==> src/sv/fsfd_pkg.sv <==
// ----------------------------------------------------------------------------
// fsfd_pkg
// Shared constants and types for the Fortran source form detector.
// ----------------------------------------------------------------------------
package fsfd_pkg;

   localparam int ByteWidth = 8;
   localparam int ColWidth  = 7;
   localparam int ModeWidth = 3;

   // scan mode codes
   localparam logic [ModeWidth-1:0] MODE_LINE_START = 3'd0;
   localparam logic [ModeWidth-1:0] MODE_STATEMENT  = 3'd1;
   localparam logic [ModeWidth-1:0] MODE_DQUOTE     = 3'd2;
   localparam logic [ModeWidth-1:0] MODE_SQUOTE     = 3'd3;
   localparam logic [ModeWidth-1:0] MODE_SKIP_LINE  = 3'd4;

   localparam logic [ColWidth-1:0] LABEL_LAST_COL = 7'd5;
   localparam logic [ColWidth-1:0] CONT_COL       = 7'd6;
   localparam logic [ColWidth-1:0] LAST_CHECK_COL = 7'd72;
   localparam logic [ColWidth-1:0] COL_MAX        = 7'd127;

   localparam logic [ByteWidth-1:0] CHR_LF     = 8'd10;
   localparam logic [ByteWidth-1:0] CHR_CR     = 8'd13;
   localparam logic [ByteWidth-1:0] CHR_TAB    = 8'd9;
   localparam logic [ByteWidth-1:0] CHR_SPACE  = 8'h20;
   localparam logic [ByteWidth-1:0] CHR_BANG   = 8'h21;
   localparam logic [ByteWidth-1:0] CHR_DQUOTE = 8'h22;
   localparam logic [ByteWidth-1:0] CHR_AMP    = 8'h26;
   localparam logic [ByteWidth-1:0] CHR_SQUOTE = 8'h27;
   localparam logic [ByteWidth-1:0] CHR_STAR   = 8'h2A;
   localparam logic [ByteWidth-1:0] CHR_ZERO   = 8'h30;
   localparam logic [ByteWidth-1:0] CHR_NINE   = 8'h39;
   localparam logic [ByteWidth-1:0] CHR_UPPER_C = 8'h43;
   localparam logic [ByteWidth-1:0] CHR_LOWER_C = 8'h63;

   typedef struct packed {
      logic [ModeWidth-1:0] mode;
      logic [ColWidth-1:0]  col;
      logic                 label_blank;
      logic                 free_seen;
   } scan_state_type;

   localparam scan_state_type SCAN_RESET = '{
      mode:        MODE_LINE_START,
      col:         '0,
      label_blank: 1'b0,
      free_seen:   1'b0
   };

endpackage

==> src/sv/fsfd_scan.sv <==
// ----------------------------------------------------------------------------
// fsfd_scan
// Next-state logic of the line scanner for one source byte.
// ----------------------------------------------------------------------------
module fsfd_scan (
   input  fsfd_pkg::scan_state_type cur_state,
   input  logic [7:0]               byte_value,
   output fsfd_pkg::scan_state_type nxt_state
);
   import fsfd_pkg::*;

   logic                is_digit;
   logic                is_space;
   logic [ColWidth-1:0] col_inc;

   assign is_digit = (byte_value >= CHR_ZERO) && (byte_value <= CHR_NINE);
   assign is_space = (byte_value == CHR_SPACE);
   assign col_inc  = (cur_state.col < COL_MAX) ? cur_state.col + 7'd1 : cur_state.col;

   always_comb begin
      nxt_state = cur_state;
      priority if (cur_state.free_seen) begin
         nxt_state = cur_state;
      end else if (byte_value == CHR_CR || byte_value == CHR_LF) begin
         nxt_state.mode = MODE_LINE_START;
      end else if (cur_state.mode == MODE_LINE_START) begin
         priority if (is_space || byte_value == CHR_TAB || is_digit) begin
            nxt_state.mode        = MODE_STATEMENT;
            // leading tab stands for the whole label field
            nxt_state.col         = (byte_value == CHR_TAB) ? LABEL_LAST_COL : 7'd1;
            nxt_state.label_blank = is_space || (byte_value == CHR_TAB);
         end else if (byte_value == CHR_UPPER_C || byte_value == CHR_LOWER_C ||
                      byte_value == CHR_STAR || byte_value == CHR_BANG) begin
            nxt_state.mode = MODE_SKIP_LINE;
         end else begin
            nxt_state.free_seen = 1'b1;
         end
      end else if (cur_state.mode == MODE_SKIP_LINE) begin
         nxt_state = cur_state;
      end else begin
         nxt_state.col = col_inc;
         priority if (cur_state.mode == MODE_DQUOTE) begin
            if (byte_value == CHR_DQUOTE) begin
               nxt_state.mode = MODE_STATEMENT;
            end
         end else if (cur_state.mode == MODE_SQUOTE) begin
            if (byte_value == CHR_SQUOTE) begin
               nxt_state.mode = MODE_STATEMENT;
            end
         end else if (cur_state.mode != MODE_STATEMENT) begin
            nxt_state.mode = MODE_SKIP_LINE;
         end else begin
            if (col_inc <= LABEL_LAST_COL && !is_space) begin
               nxt_state.label_blank = 1'b0;
            end
            priority if (col_inc <= LABEL_LAST_COL && !is_digit && !is_space &&
                         byte_value != CHR_BANG) begin
               nxt_state.free_seen = 1'b1;
            end else if (col_inc == CONT_COL && !cur_state.label_blank &&
                         !is_space && byte_value != CHR_ZERO) begin
               nxt_state.free_seen = 1'b1;
            end else if (byte_value == CHR_BANG && col_inc != CONT_COL) begin
               nxt_state.mode = MODE_SKIP_LINE;
            end else if (byte_value == CHR_DQUOTE) begin
               nxt_state.mode = MODE_DQUOTE;
            end else if (byte_value == CHR_SQUOTE) begin
               nxt_state.mode = MODE_SQUOTE;
            end else if (col_inc > CONT_COL && col_inc <= LAST_CHECK_COL &&
                         byte_value == CHR_AMP) begin
               nxt_state.free_seen = 1'b1;
            end else begin
               nxt_state.mode = MODE_STATEMENT;
            end
         end
      end
   end

endmodule

==> src/sv/fortran_source_form_detector.sv <==
// ----------------------------------------------------------------------------
// fortran_source_form_detector
// Classifies a byte stream as fixed-form (0) or free-form (1) Fortran.
// ----------------------------------------------------------------------------
//  channel  | dir | ports                     | contents
//  req_     | in  | tvalid tready tdata tlast | one file byte, tlast on final byte
//  rsp_     | out | tvalid tready tdata        | verdict, one word per file
//
//  unless stalled, one byte per cycle: byte register, scan logic, verdict register
//  scan state is updated as the registered byte moves through the scan logic
//  reset clears the scan state and both valid flags, synchronous, active high
//  a held verdict only stalls the stream when a further final byte is waiting
// ----------------------------------------------------------------------------
module fortran_source_form_detector (
   input  logic       clock,
   input  logic       reset,
   input  logic       req_tvalid,
   output logic       req_tready,
   input  logic [7:0] req_tdata,   // [7:0] byte_value
   input  logic       req_tlast,   // last_byte
   output logic       rsp_tvalid,
   input  logic       rsp_tready,
   output logic [7:0] rsp_tdata    // [0] free_form, [7:1] zero
);
   import fsfd_pkg::*;

   logic           in_valid_ff, in_valid_in;
   logic [7:0]     in_byte_ff;
   logic           in_last_ff;
   scan_state_type state_ff, state_in;
   scan_state_type scan_nxt;
   logic           out_valid_ff, out_valid_in;
   logic           out_free_ff;
   logic           advance;
   logic           accept;

   fsfd_scan u_scan (
      .cur_state  (state_ff),
      .byte_value (in_byte_ff),
      .nxt_state  (scan_nxt)
   );

   // a final byte needs room in the verdict register
   assign advance = in_valid_ff &&
                    !(in_last_ff && out_valid_ff && !rsp_tready);
   assign req_tready = !in_valid_ff || advance;
   assign accept = req_tvalid && req_tready;

   assign in_valid_in  = accept || (in_valid_ff && !advance);
   assign out_valid_in = (advance && in_last_ff) || (out_valid_ff && !rsp_tready);

   always_comb begin
      state_in = state_ff;
      if (advance) begin
         state_in = in_last_ff ? SCAN_RESET : scan_nxt;
      end
   end

   always_ff @(posedge clock) begin
      if (reset) begin
         in_valid_ff  <= 1'b0;
         out_valid_ff <= 1'b0;
         state_ff     <= SCAN_RESET;
      end else begin
         in_valid_ff  <= in_valid_in;
         out_valid_ff <= out_valid_in;
         state_ff     <= state_in;
      end
   end

   always_ff @(posedge clock) begin
      if (accept) begin
         in_byte_ff <= req_tdata;
         in_last_ff <= req_tlast;
      end
      if (advance && in_last_ff) begin
         out_free_ff <= scan_nxt.free_seen;
      end
   end

   assign rsp_tvalid = out_valid_ff;
   assign rsp_tdata  = {7'd0, out_free_ff};

endmodule

==> config.mk <==
export PLATFORM = sky130hd
export DESIGN_NAME = fortran_source_form_detector
export DESIGN_NICKNAME = d
export VERILOG_FILES = /design/src/sv/fsfd_pkg.sv /design/src/sv/fsfd_scan.sv /design/src/sv/fortran_source_form_detector.sv
export SDC_FILE = /design/constraint.sdc
export NUM_CORES = 1
export LEC_CHECK = 0
export ABC_AREA = 1
export BUFFER_PORTS_ARGS = -buffer_cell sky130_fd_sc_hd__buf_4
export CAP_MARGIN = 5
export CORE_AREA = 2 2 52 78
export CTS_CLUSTER_DIAMETER = 200
export DETAILED_ROUTE_END_ITERATION = 8
export DIE_AREA = 0 0 54 80
export PLACE_DENSITY = 0.74
export SLEW_MARGIN = 10
export SYNTH_ARGS = -nofsm -noshare
export SYNTH_HDL_FRONTEND = slang
export SYNTH_SLANG_ARGS = --single-unit
export TNS_END_PERCENT = 1
==> constraint.sdc <==
create_clock -name clock -period 3 [get_ports clock]
set_input_delay 0 -clock clock [delete_from_list [all_inputs] [get_ports clock]]
set_output_delay 0 -clock clock [all_outputs]
set_load 0.02 [all_outputs]
==> impl_metrics.py, run 1 <==
metrics = {
    "run_status": {
        "status": "completed",
    },
    "clocking": {
        "clkSinkCount": 24,
        "cts_buffers": 3,
        "clkTransAtPathRegs_ps": 90,
        "clock_path_buffers": 2,
        "cts_tree": "yes",
        "htree_num_levels": 1,
        "cts_setup_buffers": 0,
        "cts-root-buf": "clkbuf_8",
        "clk_latency_ps": 270,
    },
    "die": {
        "row_count": 27,
        "core_um2": 3649,
        "die_w_um": 54,
        "start_util_pct": 53.50,
        "ios": 23,
        "die_y_um": 80,
        "die_area_um2": 4320,
    },
    "layout": {
        "drive_gt1_share_pct": 24.41,
        "antennaDiodeCount": 0,
        "nNetsFinal": 310,
        "final_core_util_pct": 61.15,
        "syn2layout_area_growth_pct": 14.29,
        "fin_cells": 338,
    },
    "hold_path": {
        "min_path_cells": 4,
        "min_from": "rsp_tready",
        "holdPathEnd": "rsp_tvalid",
        "hold_path_class": "input pin to flop",
    },
    "grt": {
        "grt_pass1_vias": 1661,
        "grt_pass1_wl_um": 7355,
        "track_usage_pct": 23.16,
        "gr-total-overflow": 0,
        "grt_max_degree": 15,
        "antenna_found_initial": 0,
    },
    "power": {
        "power_frac_seq_pct": 42.2,
        "ir_worst_vdd_v": 0.0003503,
        "p_leak_nw": 1.005,
        "switching_power_w": 0.0003033,
        "power.internal_w": 0.0006399,
        "p_comb_share_pct": 26.9,
        "pwr-share-clk_pct": 31.0,
        "p_per_area_nw_per_um2": 422.8,
        "switching_share_pct": 32.15,
        "finalPower_w": 0.0009432,
    },
    "detailed_routing": {
        "drt_iter0_drc": 42,
        "dr_total_vias": 1791,
        "first_pass_iters": 4,
        "viasPerCell": 5.299,
        "postRouteAntennaNets": 0,
        "wl_per_cell_um": 13.17,
        "routed_wl_um": 4453,
        "drc": 0,
    },
    "setup_path": {
        "r2r_start": "in_byte_ff[3]",
        "start_kind": "flop",
        "arrival_ps": 2460,
        "cp-end-kind": "flop",
        "cp_max_fo": 11,
        "required_ps": 3170,
        "r2r_cells": 13,
        "r2r_slack_ps": 720,
        "reg2reg_to": "state_ff[1]",
        "criticalPathCategory": "flop to flop",
    },
    "placed_design": {
        "place_hpwl_um": 3456,
        "gp_congestion": 0.9089,
        "dp.cells": 322,
        "portBuffers": 15,
    },
    "yosys": {
        "synth_cell_types": 40,
        "avgSynthCellArea_um2": 7.202,
        "synth_cells": 271,
        "synth_commonest_cells": "nand2_1, inv_1, nor2_1",
        "synth_edf_count": 10,
        "netlist_area_um2": 1952,
        "async_flop_share_pct": 0,
        "yosysMostFrequentCell": "nand2_1",
        "yosys_register_bits": 24,
        "ys.flop_type": "dfxtp_1",
        "ys_top_cells_by_area": "edfxtp_1, dfxtp_1, nand2_1",
        "netlist.area_leader.share_pct": 15.38,
        "ys_warn_count": 0,
        "yosysSeqAreaShare_pct": 29.74,
        "yosys.area.top_type": "edfxtp_1",
    },
    "run": {
        "cap_violations": 0,
    },
    "timing": {
        "fin_crit_ps": 2285,
        "setup_tns_ps": 0,
        "rsz0062_at_grt": "no",
        "slew_violations": 0,
        "holdWs_ps": 108.1,
        "hold_violations": 0,
        "setup-violations-final": 0,
        "fin_worst_skew_ps": 2.407,
        "fmaxAchievable_mhz": 437.7,
        "period_share_pct": 76.16,
        "relSlewSlack_pct": 61.26,
        "tightest_slew_ps": 575.7,
    },
}
sequential cells by signal, indices dropped and copies added (netlist names):
register     flops
state_ff        12
in_byte_ff       8
in_last_ff       1
in_valid_ff      1
rsp_tvalid       1
out_free_ff      1
layout by cell type, fill, tap and decap left out, drive strengths merged, types with 5 or more instances in the layout:
cell and n:
o21ai 8, nand3 31, conb 7, dfxtp 14
a211oi 6, a21oi 18, inv 44, buf 15
dlygate4sd3 12, nand2 56, nor3 5, edfxtp 10
nor2 44, nand4 5
routing by layer:
metal | wire (um) | global-route usage (%)
met1 | 1821 | 26.26
met5 | 0 | 0
met3 | 84 | 2.434
met2 | 2432 | 41.71
met4 | 114 | 10.00
layout make-up:
| type | instances | area [um^2] |
|---|---|---|
| Fill cell | 342 | 1418 |
| Timing Repair Buffer | 27 | 232.7 |
| Sequential cell | 24 | 580.6 |
| Inverter | 46 | 177.7 |
| Multi-Input combinational cell | 194 | 1115 |
| Clock inverter | 1 | 30.03 |
| Clock buffer | 3 | 41.29 |
| Tap cell | 43 | 53.80 |
worst max-delay path by stage:
stage / start / end / cells after the start
2_1_floorplan: state_ff[2] / state_ff[9] / 14
3_3_place_gp: in_byte_ff[3] / state_ff[1] / 13
3_5_place_dp: in_byte_ff[7] / state_ff[1] / 13
4_1_cts: in_byte_ff[3] / state_ff[1] / 13
5_1_grt: in_byte_ff[3] / state_ff[1] / 13
6_report: in_byte_ff[3] / state_ff[1] / 13
cells by family after synthesis:
| logic type | Yosys count | synth area share (%) |
|---|---|---|
| AOI/OAI and AO/OA | 39 | 15.13 |
| xor gates and xnor gates | 2 | 0.8976 |
| adders and majority gates | 1 | 0.6409 |
| buffers and inverters | 59 | 14.29 |
| DFF | 24 | 29.74 |
| other | 1 | 0.1921 |
| and+or+nand+nor | 145 | 39.10 |
repair_timing:
item                      in CTS  in global routing
hold endpoints to repair      11                  0
gates resized for setup        0                  0
hold buffers                  12                  0
power by group through the flow:
stage / sequential (W) / clock (W) / combinational [W]
after CTS: 0.000396 / 0.000295 / 0.000253
after global placement: 0.000403 / 0 / 0.000236
after floorplan: 0.000393 / 0 / 0.000205
after global routing: 0.000401 / 0.000308 / 0.000285
final: 0.000398 / 0.000292 / 0.000254
after detailed placement: 0.000404 / 0 / 0.000238
worst max-delay path, stage by stage, from the launching register on:
cell	delay (ps)
edfxtp_1	450
nor2_1	230
nand3_1	130
or2_4	270
nand2_2	80
nor2_2	50
inv_2	70
nand2_2	60
nand2_2	60
nand3_2	300
nor3_2	270
nand3_1	100
nand2_1	70
nor2_1	40
through the flow:
step | worst slack (ps) | area (um^2)
finish | 715.1 | 2231
global route | 515.3 | 2231
CTS | 717.7 | 2231
detailed placement | 766.3 | 2039
global placement | 791.3 | 2039
floorplan | 1148 | 1974
No activity file was read; power rests on OpenSTA's default activity.
==> run 2: changes to the inputs <==
==> constraint.sdc (replaced) <==
create_clock -name clock -period 2.28 [get_ports clock]
set_input_delay 0 -clock clock [delete_from_list [all_inputs] [get_ports clock]]
set_output_delay 0 -clock clock [all_outputs]
set_load 0.02 [all_outputs]
==> impl_metrics.py, run 2 (synthesized netlist as in run 1, its figures left out) <==
metrics = {
    "clocking": {
        "cts-root-buf": "clkbuf_8",
        "cts_tree": "yes",
        "clkSinkCount": 24,
        "clk_latency_ps": 280,
        "cts_buffers": 3,
        "cts_setup_buffers": 0,
        "clkTransAtPathRegs_ps": 100,
        "clock_path_buffers": 2,
        "htree_num_levels": 1,
    },
    "detailed_routing": {
        "dr_total_vias": 1780,
        "wl_met3_um": 113,
        "wl_per_cell_um": 12.91,
        "drc": 0,
        "postRouteAntennaNets": 0,
        "wl_met2_um": 2322,
        "drt_iter0_drc": 47,
        "viasPerCell": 5.235,
        "first_pass_iters": 5,
        "highest_layer": "met4",
        "routed_wl_um": 4389,
        "wl_met1_um": 1783,
    },
    "setup_path": {
        "start_kind": "flop",
        "reg2reg_to": "out_free_ff",
        "cp_max_fo": 11,
        "cp_common_cell": "nor2_2",
        "r2r_start": "state_ff[4]",
        "required_ps": 2320,
        "criticalPathCategory": "flop to flop",
        "crit_path_end": "out_free_ff",
        "cp.depth": 13,
        "cpMaxStageDelayCell": "dfxtp_1",
        "r2r_slack_ps": 240,
        "r2r_cells": 13,
        "crit_chain": "clkinv_1 > nor2_2 > nand2_2 > inv_1 > nor2_2 > nand2_1 > nor2_1 > nor2_2 > nor2_2 > nand2_2 > nand2_1 > nand2_1 > nand3_1",
        "cp-end-kind": "flop",
        "worst-path-buf-inv": 2,
        "max_stage_delay_ps": 550,
        "crit_family": "simple AND/OR/NAND/NOR gates",
        "arrival_ps": 2080,
        "cp-startpoint": "state_ff[4]",
    },
    "timing": {
        "holdWs_ps": 98.25,
        "hold_violations": 0,
        "slew_violations": 0,
        "tightest_slew_ps": 515.0,
        "fin_worst_skew_ps": 4.386,
        "fmaxAchievable_mhz": 489.3,
        "rsz0062_at_grt": "no",
        "period_share_pct": 89.63,
        "relSlewSlack_pct": 65.54,
        "setup-violations-final": 0,
        "setup_tns_ps": 0,
        "fin_crit_ps": 2044,
    },
    "placed_design": {
        "gp_congestion": 0.9463,
        "dp.cells": 324,
        "portBuffers": 15,
        "place_hpwl_um": 3241,
    },
    "grt": {
        "track_usage_pct": 23.38,
        "gr-total-overflow": 0,
        "grt_pass1_wl_um": 7486,
        "grt_max_degree": 15,
        "antenna_found_initial": 0,
        "grt_pass1_vias": 1755,
    },
    "layout": {
        "layout_commonest_cell": "nand2_1",
        "largest_reg_flops": 12,
        "nNetsFinal": 312,
        "drive_gt1_share_pct": 24.92,
        "top_register": "state_ff",
        "fin_cells": 340,
        "reg_top3": "state_ff (12), in_byte_ff (8)",
        "layout_common_cells": "nand2_1, inv_1, nor2_1",
        "antennaDiodeCount": 0,
        "syn2layout_area_growth_pct": 15.45,
    },
    "power": {
        "p_leak_nw": 1.015,
        "p_comb_share_pct": 27.4,
        "p_per_area_nw_per_um2": 558.1,
        "switching_power_w": 0.0004102,
        "pwr-share-clk_pct": 31.3,
        "power_frac_seq_pct": 41.3,
        "power.internal_w": 0.0008474,
        "ir_worst_vdd_v": 0.0004501,
        "switching_share_pct": 32.62,
    },
    "die": {
        "core_um2": 3649,
        "die_y_um": 80,
        "die_area_um2": 4320,
        "die_w_um": 54,
        "start_util_pct": 53.50,
        "row_count": 27,
        "ios": 23,
    },
    "hold_path": {
        "hold_path_class": "input pin to flop",
        "min_from": "rsp_tready",
    },
    "run": {
        "cap_violations": 0,
    },
    "run_status": {
        "status": "completed",
    },
}
[run 2: changes by cell type in the layout (fill, tap and decap cells not counted)]
cell     before  now
buf_4        15   17
nand3_2       8    7
o21ai_1       1    2
o21ai_0       4    3
nand3_4       2    3
[run 2: what timing repair did]
action,in CTS,in global routing
hold endpoints to repair,11,0
hold buffers,12,0
setup endpoints to repair,0,1
resized for setup,0,2
[run 2: area by class of cell]
type	count	area [um^2]
Tap cell	43	53.80
Clock inverter	1	30.03
Timing Repair Buffer	29	247.7
Fill cell	334	1395
Clock buffer	3	41.29
Sequential cell	24	580.6
Multi-Input combinational cell	194	1122
Inverter	46	177.7
[run 2: worst min path at each step]
stage | to | slack [ps] | depth (start not counted)
global placement | in_byte_ff[5] | 180 | 1
CTS | rsp_tvalid | 120 | 4
finish | rsp_tvalid | 100 | 4
detailed placement | in_byte_ff[4] | 180 | 1
global route | rsp_tvalid | 180 | 4
floorplan | in_byte_ff[0] | 100 | 0
[run 2: per-stage QoR]
stage	utilization (%)	cell area (um^2)	worst slack (ps)	total power, W
floorplan	-	1974	428.4	0.0007874
global placement	56.31	2054	116.5	0.0008446
detailed placement	56.31	2054	131.5	0.0008467
finish	61.76	2253	236.4	0.001258
CTS	61.56	2246	108.1	0.001252
global route	61.76	2253	33.57	0.001318
[run 2: power by group through the flow]
stage	Clock, W	Sequential, W	Combinational (W)
2_1_floorplan	0	0.000518	0.000270
3_3_place_gp	0	0.000528	0.000317
3_5_place_dp	0	0.000528	0.000319
4_1_cts	0.000395	0.000518	0.000339
5_1_grt	0.000409	0.000524	0.000386
6_report	0.000394	0.000520	0.000344
[run 2: worst register-to-register path, delay by kind of cell (launching register included)]
family        cells  cell delay (ps)
flops             1              550
simple gates     11              960
buf+inv           2              300
[run 2: metal layers]
layer / track usage (%) / vias up
met5: 0 / -
li1: - / 918
met3: 2.622 / 15
met2: 40.85 / 40
met1: 26.85 / 807
met4: 11.75 / 0
